<file path="config.mk">
export PLATFORM = sky130hd
export DESIGN_NAME = byte_ring_queue_multi_byte
export DESIGN_NICKNAME = d
export VERILOG_FILES = /design/src/design/brq_pkg.sv /design/src/design/brq_bank.sv /design/src/design/brq_ctrl.sv /design/src/design/byte_ring_queue_multi_byte.sv
export VERILOG_INCLUDE_DIRS = /design/src /design/src/design
export SDC_FILE = /design/constraint.sdc
export NUM_CORES = 2
export LEC_CHECK = 0
export BUFFER_PORTS_ARGS = -buffer_cell sky130_fd_sc_hd__buf_2
export CORE_ASPECT_RATIO = 0.9
export CORE_MARGIN = 8
export CORE_UTILIZATION = 40
export DETAILED_ROUTE_END_ITERATION = 10
export HOLD_SLACK_MARGIN = 0.1
export SKIP_CTS_REPAIR_TIMING = 1
export SYNTH_ARGS = -nofsm -noshare
export SYNTH_HDL_FRONTEND = slang
export SYNTH_SLANG_ARGS = --single-unit
</file>
<file path="constraint.sdc">
create_clock -name clk -period 6.2 [get_ports clk]
set_input_delay 1.24 -clock clk [delete_from_list [all_inputs] [get_ports clk]]
set_output_delay 1.24 -clock clk [all_outputs]
set_load 0.005 [all_outputs]
</file>
<file path="src/design/byte_ring_queue_multi_byte_macros.svh">
// Assertion helpers used by the queue controller.
// Each expects clk and arst_n in the scope where it is used.
`ifndef BYTE_RING_QUEUE_MULTI_BYTE_MACROS_SVH
`define BYTE_RING_QUEUE_MULTI_BYTE_MACROS_SVH

`ifndef SYNTH

// Property that must hold at every clock edge out of reset
`define BRQ_ASSERT(lbl, prop, msg) \
	lbl: assert property (@(posedge clk) disable iff (!arst_n) (prop)) else $error(msg);

// Condition that must never be true at a clock edge out of reset
`define BRQ_ASSERT_NEVER(lbl, cond, msg) \
	lbl: assert property (@(posedge clk) disable iff (!arst_n) !(cond)) else $error(msg);

`else

`define BRQ_ASSERT(lbl, prop, msg)
`define BRQ_ASSERT_NEVER(lbl, cond, msg)

`endif

`endif

</file>
<file path="src/design/brq_pkg.sv">
package brq_pkg;

	// Store geometry: one byte-wide bank per lane
	localparam int STORE_DEPTH = 256;
	localparam int LANES       = 8;
	localparam int LANE_W      = $clog2(LANES);
	localparam int PTR_W       = $clog2(STORE_DEPTH);
	localparam int ROWS        = STORE_DEPTH / LANES;
	localparam int ROW_W       = PTR_W - LANE_W;

	// Field widths
	localparam int CAP_W   = 9;
	localparam int CNT_W   = 4;
	localparam int BYTE_W  = 8;
	localparam int DATA_W  = BYTE_W * LANES;
	localparam int AVAIL_W = PTR_W + 1;

	localparam logic [CAP_W-1:0] CAP_RESET = CAP_W'(STORE_DEPTH);
	localparam logic [CAP_W-1:0] CAP_MIN   = CAP_W'(2);

	typedef enum logic {
		OP_WRITE = 1'b0,
		OP_READ  = 1'b1
	} op_t;

	// Request to one bank
	typedef struct packed {
		logic              en;
		logic              we;
		logic [ROW_W-1:0]  row;
		logic [BYTE_W-1:0] wdata;
	} bank_req_t;

	// Registered result status, valid in the cycle after the transaction is accepted
	typedef struct packed {
		logic              done;
		logic              failed;
		logic [CNT_W-1:0]  count;
		logic              is_read;
		logic [LANE_W-1:0] rot;
	} rsp_t;

endpackage

</file>
<file path="src/design/brq_bank.sv">
module brq_bank #(
	parameter int DEPTH  = 32,
	parameter int ADDR_W = $clog2(DEPTH),
	parameter int WIDTH  = 8
) (
	input  logic              clk,
	input  logic              en,
	input  logic              we,
	input  logic [ADDR_W-1:0] addr,
	input  logic [WIDTH-1:0]  wdata,
	output logic [WIDTH-1:0]  rdata
);

	logic [WIDTH-1:0] mem [DEPTH];

	// Single port, registered read
	always_ff @(posedge clk) begin
		if (en) begin
			if (we) begin
				mem[addr] <= wdata;
			end
			rdata <= mem[addr];
		end
	end

endmodule

</file>
<file path="src/design/brq_ctrl.sv">
`include "byte_ring_queue_multi_byte_macros.svh"

module brq_ctrl (
	input  logic                         clk,
	input  logic                         arst_n,
	input  logic                         accept,
	input  logic                         cfg_we,
	input  logic [brq_pkg::CAP_W-1:0]    cfg_wdata,
	input  logic                         opcode,
	input  logic [brq_pkg::CNT_W-1:0]    min_count,
	input  logic [brq_pkg::CNT_W-1:0]    max_count,
	input  logic [brq_pkg::DATA_W-1:0]   write_bytes,
	output brq_pkg::bank_req_t           bank_req [brq_pkg::LANES],
	output brq_pkg::rsp_t                rsp
);
	import brq_pkg::*;

	logic [CAP_W-1:0]   cap_q;
	logic [PTR_W-1:0]   fill_q;
	logic [PTR_W-1:0]   wptr_q;
	logic [PTR_W-1:0]   rptr_q;

	logic [CAP_W-1:0]   len;
	logic [AVAIL_W-1:0] avail;
	logic [CNT_W-1:0]   max_sat;
	logic [CNT_W-1:0]   n;
	logic               is_read;
	logic               fail;
	logic               move;
	logic [PTR_W-1:0]   ptr;

	// Ring length in use, clamped to the store
	always_comb begin
		if (cap_q < CAP_MIN) begin
			len = CAP_MIN;
		end else if (cap_q > CAP_RESET) begin
			len = CAP_RESET;
		end else begin
			len = cap_q;
		end
	end

	// Space or fill available, transfer size
	always_comb begin
		is_read = (op_t'(opcode) == OP_READ);
		if (is_read) begin
			avail = AVAIL_W'(fill_q);
		end else begin
			avail = AVAIL_W'(len - CAP_W'(1) - CAP_W'(fill_q));
		end
		fail    = avail < AVAIL_W'(min_count);
		max_sat = (max_count > CNT_W'(LANES)) ? CNT_W'(LANES) : max_count;
		n       = (AVAIL_W'(max_sat) < avail) ? max_sat : CNT_W'(avail);
		move    = accept && !fail;
		ptr     = is_read ? rptr_q : wptr_q;
	end

	// Bank requests: bank b serves lane (b - ptr) mod LANES
	always_comb begin
		logic [LANE_W-1:0] lane;
		for (int b = 0; b < LANES; b++) begin
			lane = LANE_W'(b) - ptr[LANE_W-1:0];
			bank_req[b].en    = move && is_read || move && (CNT_W'(lane) < n);
			bank_req[b].we    = !is_read && (CNT_W'(lane) < n);
			bank_req[b].row   = ROW_W'(PTR_W'(ptr + PTR_W'(lane)) >> LANE_W);
			bank_req[b].wdata = write_bytes[BYTE_W*lane +: BYTE_W];
		end
	end

	// Queue state; a configuration write empties the queue
	always_ff @(posedge clk or negedge arst_n) begin
		if (!arst_n) begin
			cap_q  <= CAP_RESET;
			fill_q <= '0;
			wptr_q <= '0;
			rptr_q <= '0;
		end else if (cfg_we) begin
			cap_q  <= cfg_wdata;
			fill_q <= '0;
			wptr_q <= '0;
			rptr_q <= '0;
		end else if (move) begin
			if (is_read) begin
				fill_q <= fill_q - PTR_W'(n);
				rptr_q <= rptr_q + PTR_W'(n);
			end else begin
				fill_q <= fill_q + PTR_W'(n);
				wptr_q <= wptr_q + PTR_W'(n);
			end
		end
	end

	// Result status register
	always_ff @(posedge clk or negedge arst_n) begin
		if (!arst_n) begin
			rsp <= '0;
		end else begin
			rsp.done    <= accept;
			rsp.failed  <= fail;
			rsp.count   <= fail ? '0 : n;
			rsp.is_read <= is_read;
			rsp.rot     <= rptr_q[LANE_W-1:0];
		end
	end

	`BRQ_ASSERT(a_fill_below_len, CAP_W'(fill_q) < len, "fill reached ring length")
	`BRQ_ASSERT(a_done_follows, accept |=> rsp.done, "accepted transaction gave no result")
	`BRQ_ASSERT(a_no_spurious, !accept |=> !rsp.done, "result without a transaction")
	`BRQ_ASSERT_NEVER(a_fail_count, rsp.done && rsp.failed && rsp.count != '0,
		"failed transaction reports moved bytes")
	`BRQ_ASSERT(a_write_fill, move && !is_read && !cfg_we |=> fill_q == $past(fill_q + PTR_W'(n)),
		"write did not grow fill by moved count")

endmodule

</file>
<file path="src/design/byte_ring_queue_multi_byte.sv">
// The result strobe done rises in the cycle after a transaction is accepted.
// Throughput: one transaction per cycle; busy is always low. Eight byte-wide
// banks, one per lane, each with one port, carry all the bytes of a transaction.
// Reset (arst_n low, asynchronous): queue empty, capacity 256, no result pending.
// The receiver cannot stall; each result is shown for exactly one cycle.
module byte_ring_queue_multi_byte (
	input  logic                         clk,
	input  logic                         arst_n,
	input  logic                         start,
	output logic                         busy,
	output logic                         done,
	input  logic                         cfg_we,
	input  logic [brq_pkg::CAP_W-1:0]    cfg_wdata,
	input  logic                         opcode,
	input  logic [brq_pkg::CNT_W-1:0]    min_count,
	input  logic [brq_pkg::CNT_W-1:0]    max_count,
	input  logic [brq_pkg::DATA_W-1:0]   write_bytes,
	output logic                         failed,
	output logic [brq_pkg::CNT_W-1:0]    moved_count,
	output logic [brq_pkg::DATA_W-1:0]   read_bytes
);
	import brq_pkg::*;

	bank_req_t         bank_req [LANES];
	rsp_t              rsp;
	logic [BYTE_W-1:0] bank_rdata [LANES];
	logic              accept;

	assign busy   = 1'b0;
	assign accept = start && !busy;

	brq_ctrl u_ctrl (
		.clk         (clk),
		.arst_n      (arst_n),
		.accept      (accept),
		.cfg_we      (cfg_we),
		.cfg_wdata   (cfg_wdata),
		.opcode      (opcode),
		.min_count   (min_count),
		.max_count   (max_count),
		.write_bytes (write_bytes),
		.bank_req    (bank_req),
		.rsp         (rsp)
	);

	// One bank per lane
	for (genvar b = 0; b < LANES; b++) begin : g_bank
		brq_bank #(
			.DEPTH  (ROWS),
			.ADDR_W (ROW_W),
			.WIDTH  (BYTE_W)
		) u_bank (
			.clk   (clk),
			.en    (bank_req[b].en),
			.we    (bank_req[b].we),
			.addr  (bank_req[b].row),
			.wdata (bank_req[b].wdata),
			.rdata (bank_rdata[b])
		);
	end

	// Rotate banks back into lane order, zero unused lanes
	always_comb begin
		logic [LANE_W-1:0] idx;
		for (int i = 0; i < LANES; i++) begin
			idx = rsp.rot + LANE_W'(i);
			if (rsp.is_read && (CNT_W'(i) < rsp.count)) begin
				read_bytes[BYTE_W*i +: BYTE_W] = bank_rdata[idx];
			end else begin
				read_bytes[BYTE_W*i +: BYTE_W] = '0;
			end
		end
	end

	assign done        = rsp.done;
	assign failed      = rsp.failed;
	assign moved_count = rsp.count;

endmodule
</file>
Word level (Yosys, flattened, before mapping)
Memories as Yosys holds them, arrays and structs flattened. A register that Yosys moved wholly into a read port is not among the register bits.
Index checks and enable logic that the tools add are counted.
{ "totals": {"regBits": 43, "latch_bits": 0, "ram_bits": 2048, "rom_bits": 0, "input_bits": 86, "out_inout_bits": 71, "word_cells": 204, "mem_count": 8} }
{ "op_classes": {"addsub": 29, "n_mul": 0, "div_mod_pow": 0, "order_cmp": 29, "n_eq_ne": 1, "n_shift": 8, "muxes": 72, "bitwise_logic": 8, "reduce_logical": 40} }
{ "memory_table": {"columns": ["memory", "words", "word_bits", "rd", "rd_clocked_by_memory_dff", "write_ports", "line", "source"], "rows": [
  ["g_bank[0].u_bank.mem", 32, 8, 1, 1, 1, "brq_bank.sv:14", "logic [WIDTH-1:0] mem [DEPTH];"],
  ["g_bank[1].u_bank.mem", 32, 8, 1, 1, 1, "brq_bank.sv:14", null],
  ["g_bank[2].u_bank.mem", 32, 8, 1, 1, 1, "brq_bank.sv:14", null],
  ["g_bank[3].u_bank.mem", 32, 8, 1, 1, 1, "brq_bank.sv:14", null],
  ["g_bank[4].u_bank.mem", 32, 8, 1, 1, 1, "brq_bank.sv:14", null],
  ["g_bank[5].u_bank.mem", 32, 8, 1, 1, 1, "brq_bank.sv:14", null],
  ["2 more memories", null, null, null, null, null, null, null]
]} }
{ "ops": {"columns": ["operator", "count"], "rows": [
  ["$shiftx 64x7->8", 8],
  ["$mux 8", 34],
  ["$bmux 8 s3", 8],
  ["$add 8x3->8", 8],
  ["$ge 4x4->1 const B", 8],
  ["$lt 3x4->1", 8],
  ["$not 3->4", 8],
  ["$mux 9", 3],
  ["$logic_and 1x1->1", 26],
  ["$add 8x4->8", 3],
  ["$mux 1", 24],
  ["$lt 3x4->1 const A", 4],
  ["$add 3x3->3 const B", 4],
  ["$mux 4", 3],
  ["$sub 3x3->3 const A", 4],
  ["$gt 9x9->1 const B", 1],
  ["$lt 4x9->1", 1],
  ["$lt 9x2->1 const B", 1],
  ["$lt 9x4->1", 1],
  ["$sub 9x1->9 const B", 1],
  ["$sub 9x8->9", 1],
  ["$logic_or 1x1->1", 8],
  ["$lt 1x4->1 const A", 2],
  ["$lt 2x4->1 const A", 2],
  ["10 further kinds", 16]
]} }

Depth between registers and ports, before layout
{ "depth": {"word_depth": 13, "depth_mapped": 31, "ltp_nobuf": 31} }

Hierarchy
From an unflattened synthesis, not the netlist that was laid out.
{ "unflattened": {"cells_unflattened": 5756, "hier_area_um2": 91539.0} }
{ "modules_own_cells": {"columns": ["mod", "n_inst", "cells_per_inst", "area_each_um2"], "rows": [
  ["brq_bank", 8, 578, 10291.1],
  ["brq_ctrl", 1, 863, 6478.7],
  ["byte_ring_queue_multi_byte", 1, 269, 2731.4]
]} }

Worst setup path after synthesis
Ideal clock, no wire load.
{ "synth_timing": {"path_type": "input to register", "start": "input opcode", "end": "memory g_bank[4].u_bank.mem[10][0], enable pin", "arrival_ns": 5.595, "path_slack_ns": 0.211, "stages": 14, "n_path_buf": 4, "cell_sequence": "mux2_4 -> inv_1 -> clkbuf_1 -> clkbuf_1 -> ha_1 -> inv_1 -> ha_1 -> inv_1 -> clkbuf_1 -> ha_1 -> and3_1 -> o31a_1 -> buf_2 -> nor4_1"} }
{ "synth_between": {"elab_chain_len": 8, "elab_cells_between_ends": 18, "cone_classes": "add/sub (2); order compare (3); mux (6); reduce/logical (7)"} }
{ "synth_lines": {"columns": ["element", "line", "source"], "rows": [
  ["start, declared", "byte_ring_queue_multi_byte.sv:14", "input logic opcode,"],
  ["$mux 9", "brq_ctrl.sv:46", "if (is_read) begin"],
  ["$lt 4x9->1 or $lt 9x4->1 (tied branches)", "brq_ctrl.sv:53, brq_ctrl.sv:51", null],
  ["$mux 4 or $logic_not 1->1 (tied branches)", "brq_ctrl.sv:53, brq_ctrl.sv:54", null],
  ["$lt 3x4->1 or $logic_and 1x1->1 (tied branches)", "brq_ctrl.sv:63, brq_ctrl.sv:64, brq_ctrl.sv:54", null],
  ["$logic_and 1x1->1 (on tied branches)", "brq_ctrl.sv:64, brq_ctrl.sv:63", null],
  ["$mux 1 or $logic_or 1x1->1 (tied branches)", "brq_bank.sv:19, brq_ctrl.sv:63", null],
  ["$mux 1", "brq_bank.sv:18", "if (en) begin"],
  ["$mux 1 (not written as such)", "brq_bank.sv:20", "mem[addr] <= wdata;"],
  ["end, declared", "brq_bank.sv:14", null]
]} }
Parallel ways exist; a longest one is shown, timed or not.

Worst setup path after layout
{ "layout_timing": {"start": "register u_ctrl.cap_q[6]", "end": "memory g_bank[7].u_bank.mem[13][3], enable pin"} }
{ "layout_between": {"elab_chain_len": 13, "elab_cells_between_ends": 20, "cone_classes": "add/sub (2); order compare (5); mux (7); reduce/logical (6)"} }
{ "layout_lines": {"columns": ["element", "line", "source"], "rows": [
  ["start, declared", "brq_ctrl.sv:18", "logic [CAP_W-1:0] cap_q;"],
  ["start signal, assigned", "brq_ctrl.sv:78", "cap_q <= cfg_wdata;"],
  ["$gt 9x9->1", "brq_ctrl.sv:36", "end else if (cap_q > CAP_RESET) begin"],
  ["$mux 9", "brq_ctrl.sv:36", null],
  ["$mux 9 *", "brq_ctrl.sv:34", "if (cap_q < CAP_MIN) begin"],
  ["$sub 9x1->9 *", "brq_ctrl.sv:49", "avail = AVAIL_W'(len - CAP_W'(1) - CAP_W'(fill_q));"],
  ["$sub 9x8->9 *", "brq_ctrl.sv:49", null],
  ["$mux 9 *", "brq_ctrl.sv:46", null],
  ["$lt 4x9->1 or $lt 9x4->1 (tied branches)", "brq_ctrl.sv:53, brq_ctrl.sv:51", null],
  ["$mux 4 or $logic_not 1->1 (tied branches)", "brq_ctrl.sv:53, brq_ctrl.sv:54", null],
  ["$lt 3x4->1 or $logic_and 1x1->1 (tied branches)", "brq_ctrl.sv:63, brq_ctrl.sv:64, brq_ctrl.sv:54", null],
  ["$logic_and 1x1->1 (on tied branches)", "brq_ctrl.sv:64, brq_ctrl.sv:63", null],
  ["$mux 1 or $logic_or 1x1->1 (tied branches)", "brq_bank.sv:19, brq_ctrl.sv:63", null],
  ["$mux 1 *", "brq_bank.sv:18", null],
  ["$mux 1 (not written as such) *", "brq_bank.sv:20", null],
  ["end, declared", "brq_bank.sv:14", null]
]} }
Every way passes the cells marked *; elsewhere a longest branch is shown, timed or not.

==> results.toml <==
[worst_setup_path]
path_buf_inv = 2
worst_path_max_delay_cell = "nor2_1"
worstReg2RegStart = "u_ctrl.cap_q[6]"
critPathArrivalTime_ps = 6220
slowest_delay_ps = 740
regToRegSetupSlack_ps = 450
regToRegEndpoint = "g_bank[7].u_bank.mem[13][3]"
critPathTopFamily = "simple AND/OR/NAND/NOR gates"
cp-start-kind = "register"
cp_cell_sequence = "nor4_1 > nand2_1 > nor2_1 > nor3b_1 > ha_1 > inv_1 > fa_1 > nor2_1 > a21oi_2 > ha_1 > o21a_1 > o31ai_1 > o2bb2ai_2 > or2_4 > nor2_4 > o21ai_2 > buf_4 > ha_1 > or3_1 > o32a_1 > nor2_1"
worstRegToRegCells = 21
critical_path.max_fanout = 8
endpoint_kind = "register"
worstSetupPathType = "register to register"
cp_num_cells = 21
cp.required_ps = 6670

[worst_hold_path]
hold_class = "register to register"
whs_path_depth = 0
hold_path_end = "u_ctrl.rsp[0]"
hp-start = "u_ctrl.rptr_q[0]"

[pwr]
finalPower_mw = 41.1
power_density_nw_per_um2 = 390
leakage_nw = 34.4
ir_drop_uv = 324

[timing]
max_freq_ghz = 0.174
rsz0062_at_grt = "false"
hold_viol = 0
slew_headroom = 0.115
worst_slew_pin_slew_ps = 1320
fin_crit_sh = 0.928
fin_ws_ps = 446
layout_min_cycle_time_ps = 5750
skew_ps = 34.5
slew_viol_final = 0
tns_ps = 0
setup_viol = 0

[floorplanning]
rows = 166
core_um2 = 227000
die_area_um2 = 244000
start_util = 0.402
chipWidth_um = 520
die_h_um = 469
ioPinCount = 157

[final_layout]
utilization = 0.463
layoutNonFillerInstCount = 8805
fillCellCount = 19114
area_growth_pct = 15.3
layout.nets = 5739
drive_above_1_share = 0.269

[place]
placement.io_buffers = 155
gp_congestion = 0.913
hpwlAfterDp_um = 174000
dp.cells = 8402
place_ws_ps = 133

[drt]
drtIter0Drc = 5974
wirelength_um = 256000
vias = 51743
post_drt_via_cell_ratio = 5.88
drcViolationCount = 0
drt_first_pass_iters = 6
wl_per_cell_um = 29.0
drtAntennaViolNets = 0

[clocking]
htree_levels = 4
cts_root_buf = "clkbuf_16"
clock_sinks = 2155
cts.path.max_buffers = 3
clk_latency_ps = 870
clk_pin_slew_ps = 60
cts-buffers-inserted = 213
cts_tree = "yes"

[synth]
synth_cells = 5112
synth_area_leaders = "edfxtp_1 (69%), mux4_2 (13%), mux2i_1 (2.0%)"
synth_nets = 5258
synth_top_area_frac = 0.695
yosysSeqAreaShare = 0.707
synthTopCellsByCount = "edfxtp_1 (2,112), mux4_2 (511), nand2_1 (485)"
synth_edf_count = 2112
synth.distinct_cells = 95
yosysMostFrequentCell = "edfxtp_1"
ys_ff_latch = 2155
synth_area_um2 = 91300
avgSynthCellArea_um2 = 17.9
synth_area_leader_cell = "edfxtp_1"
ys_dominant_reg_cell = "edfxtp_1"
yosys_warnings = 0
synth-async-reset-ratio = 0.0200

[grt]
grt_pass1_vias = 51338
grt_pass1_wl_um = 369000
overflow = 0
grt_use_total = 0.204
grt_antenna_before_repair = 18
grt_max_degree = 84

[outcome]
status = "finished, final reports clean"

[run]
drv_cap = 0
how the worst max path moves through the flow:
stage                                  endpoint            start  slack [ps]
finish              g_bank[7].u_bank.mem[13][3]  u_ctrl.cap_q[6]         450
global route                   u_ctrl.fill_q[7]  u_ctrl.cap_q[6]          40
CTS                 g_bank[5].u_bank.mem[11][1]  u_ctrl.cap_q[6]         110
detailed placement  g_bank[5].u_bank.mem[11][1]  u_ctrl.cap_q[6]         130
global placement    g_bank[3].u_bank.mem[25][6]  u_ctrl.cap_q[6]         150
floorplan           g_bank[4].u_bank.mem[10][0]           opcode         210
worst reg2reg max path, stage by stage, from the launching register on:
cell       delay [ps]
dfrtp_1           400
nor4_1            340
nand2_1           150
nor2_1            110
nor3b_1            60
ha_1              230
inv_1              90
fa_1              420
nor2_1            150
a21oi_2            80
ha_1              300
o21a_1            120
o31ai_1            80
o2bb2ai_2         170
or2_4             290
nor2_4            240
o21ai_2           180
buf_4             220
ha_1              230
or3_1             370
o32a_1            430
nor2_1            740
final cells by class:
type	instances	area, um2	area share
antenna	7	17.5	0.000166
clock buffer	260	5590	0.0531
clock inverter	136	1570	0.0149
inverter	51	191	0.00182
multi-input combinational	2601	25500	0.242
sequential	2155	64500	0.613
tap	3024	3780	0.0359
timing repair buffer	571	4170	0.0396
state kept, by name, indices dropped and copies added, names as in the netlist:
signal               flops
u_ctrl.fill_q            8
u_ctrl.wptr_q            8
g_bank.u_bank.rdata     64
u_ctrl.rsp              10
g_bank.u_bank.mem     2048
u_ctrl.cap_q             9
u_ctrl.rptr_q            8
logic make-up (layout without fill, tap and decap cells):
group                    after synthesis  count (layout)  synth area share
AND/OR/NAND/NOR                     1069            1069            0.0541
other                                  1               8         0.0000411
XOR/XNOR                              66              66           0.00641
adder cells (fa/ha/maj)               64              64           0.00899
AO/OA/AOI/OAI                        644             644            0.0521
multiplexers                         757             757             0.154
buffers and inverters                356            1018            0.0176
flip-flops                          2155            2155             0.707
layout by cell type, fill, tap and decap left out, types with 37 or more instances in the layout:
master / instances
dfrtp_1: 40
nand3_1: 75
a221oi_1: 53
mux2_2: 56
mux4_2: 511
clkbuf_1: 39
buf_2: 155
inv_1: 46
nor2_1: 170
buf_4: 394
mux2i_1: 180
a21oi_1: 115
nor4_1: 146
o21ai_0: 37
clkinv_2: 37
nand4_1: 54
a211oi_1: 53
edfxtp_1: 2112
clkinv_1: 39
a22oi_1: 143
ha_1: 53
nor3_1: 46
a22o_1: 45
nand2_1: 483
clkbuf_16: 213
power breakdown:
part	internal [mW]	leakage, nW	total [mW]	switching [mW]
Clock	7.50	3.46	13.1	5.64
Sequential	17.9	19.6	18.4	0.480
Combinational	3.19	11.3	9.58	6.38
layer usage:
metal  global-route usage  vias to the layer above  wire, um
li1                     -                    22042         -
met5                    0                        -         8
met4               0.0773                        2     10800
met1                0.281                    27054    105000
met2                0.330                     2277    122000
met3               0.0311                      368     17800
metrics by stage:
| stage | hold slack [ps] | instance area (um2) |
|---|---|---|
| after floorplan | 395 | 91300 |
| after global placement | 425 | 98100 |
| after detailed placement | 433 | 98100 |
| after CTS | 447 | 105000 |
| after global routing | 485 | 105000 |
| final | 453 | 105000 |
No activity file was read; power rests on OpenSTA's default activity.
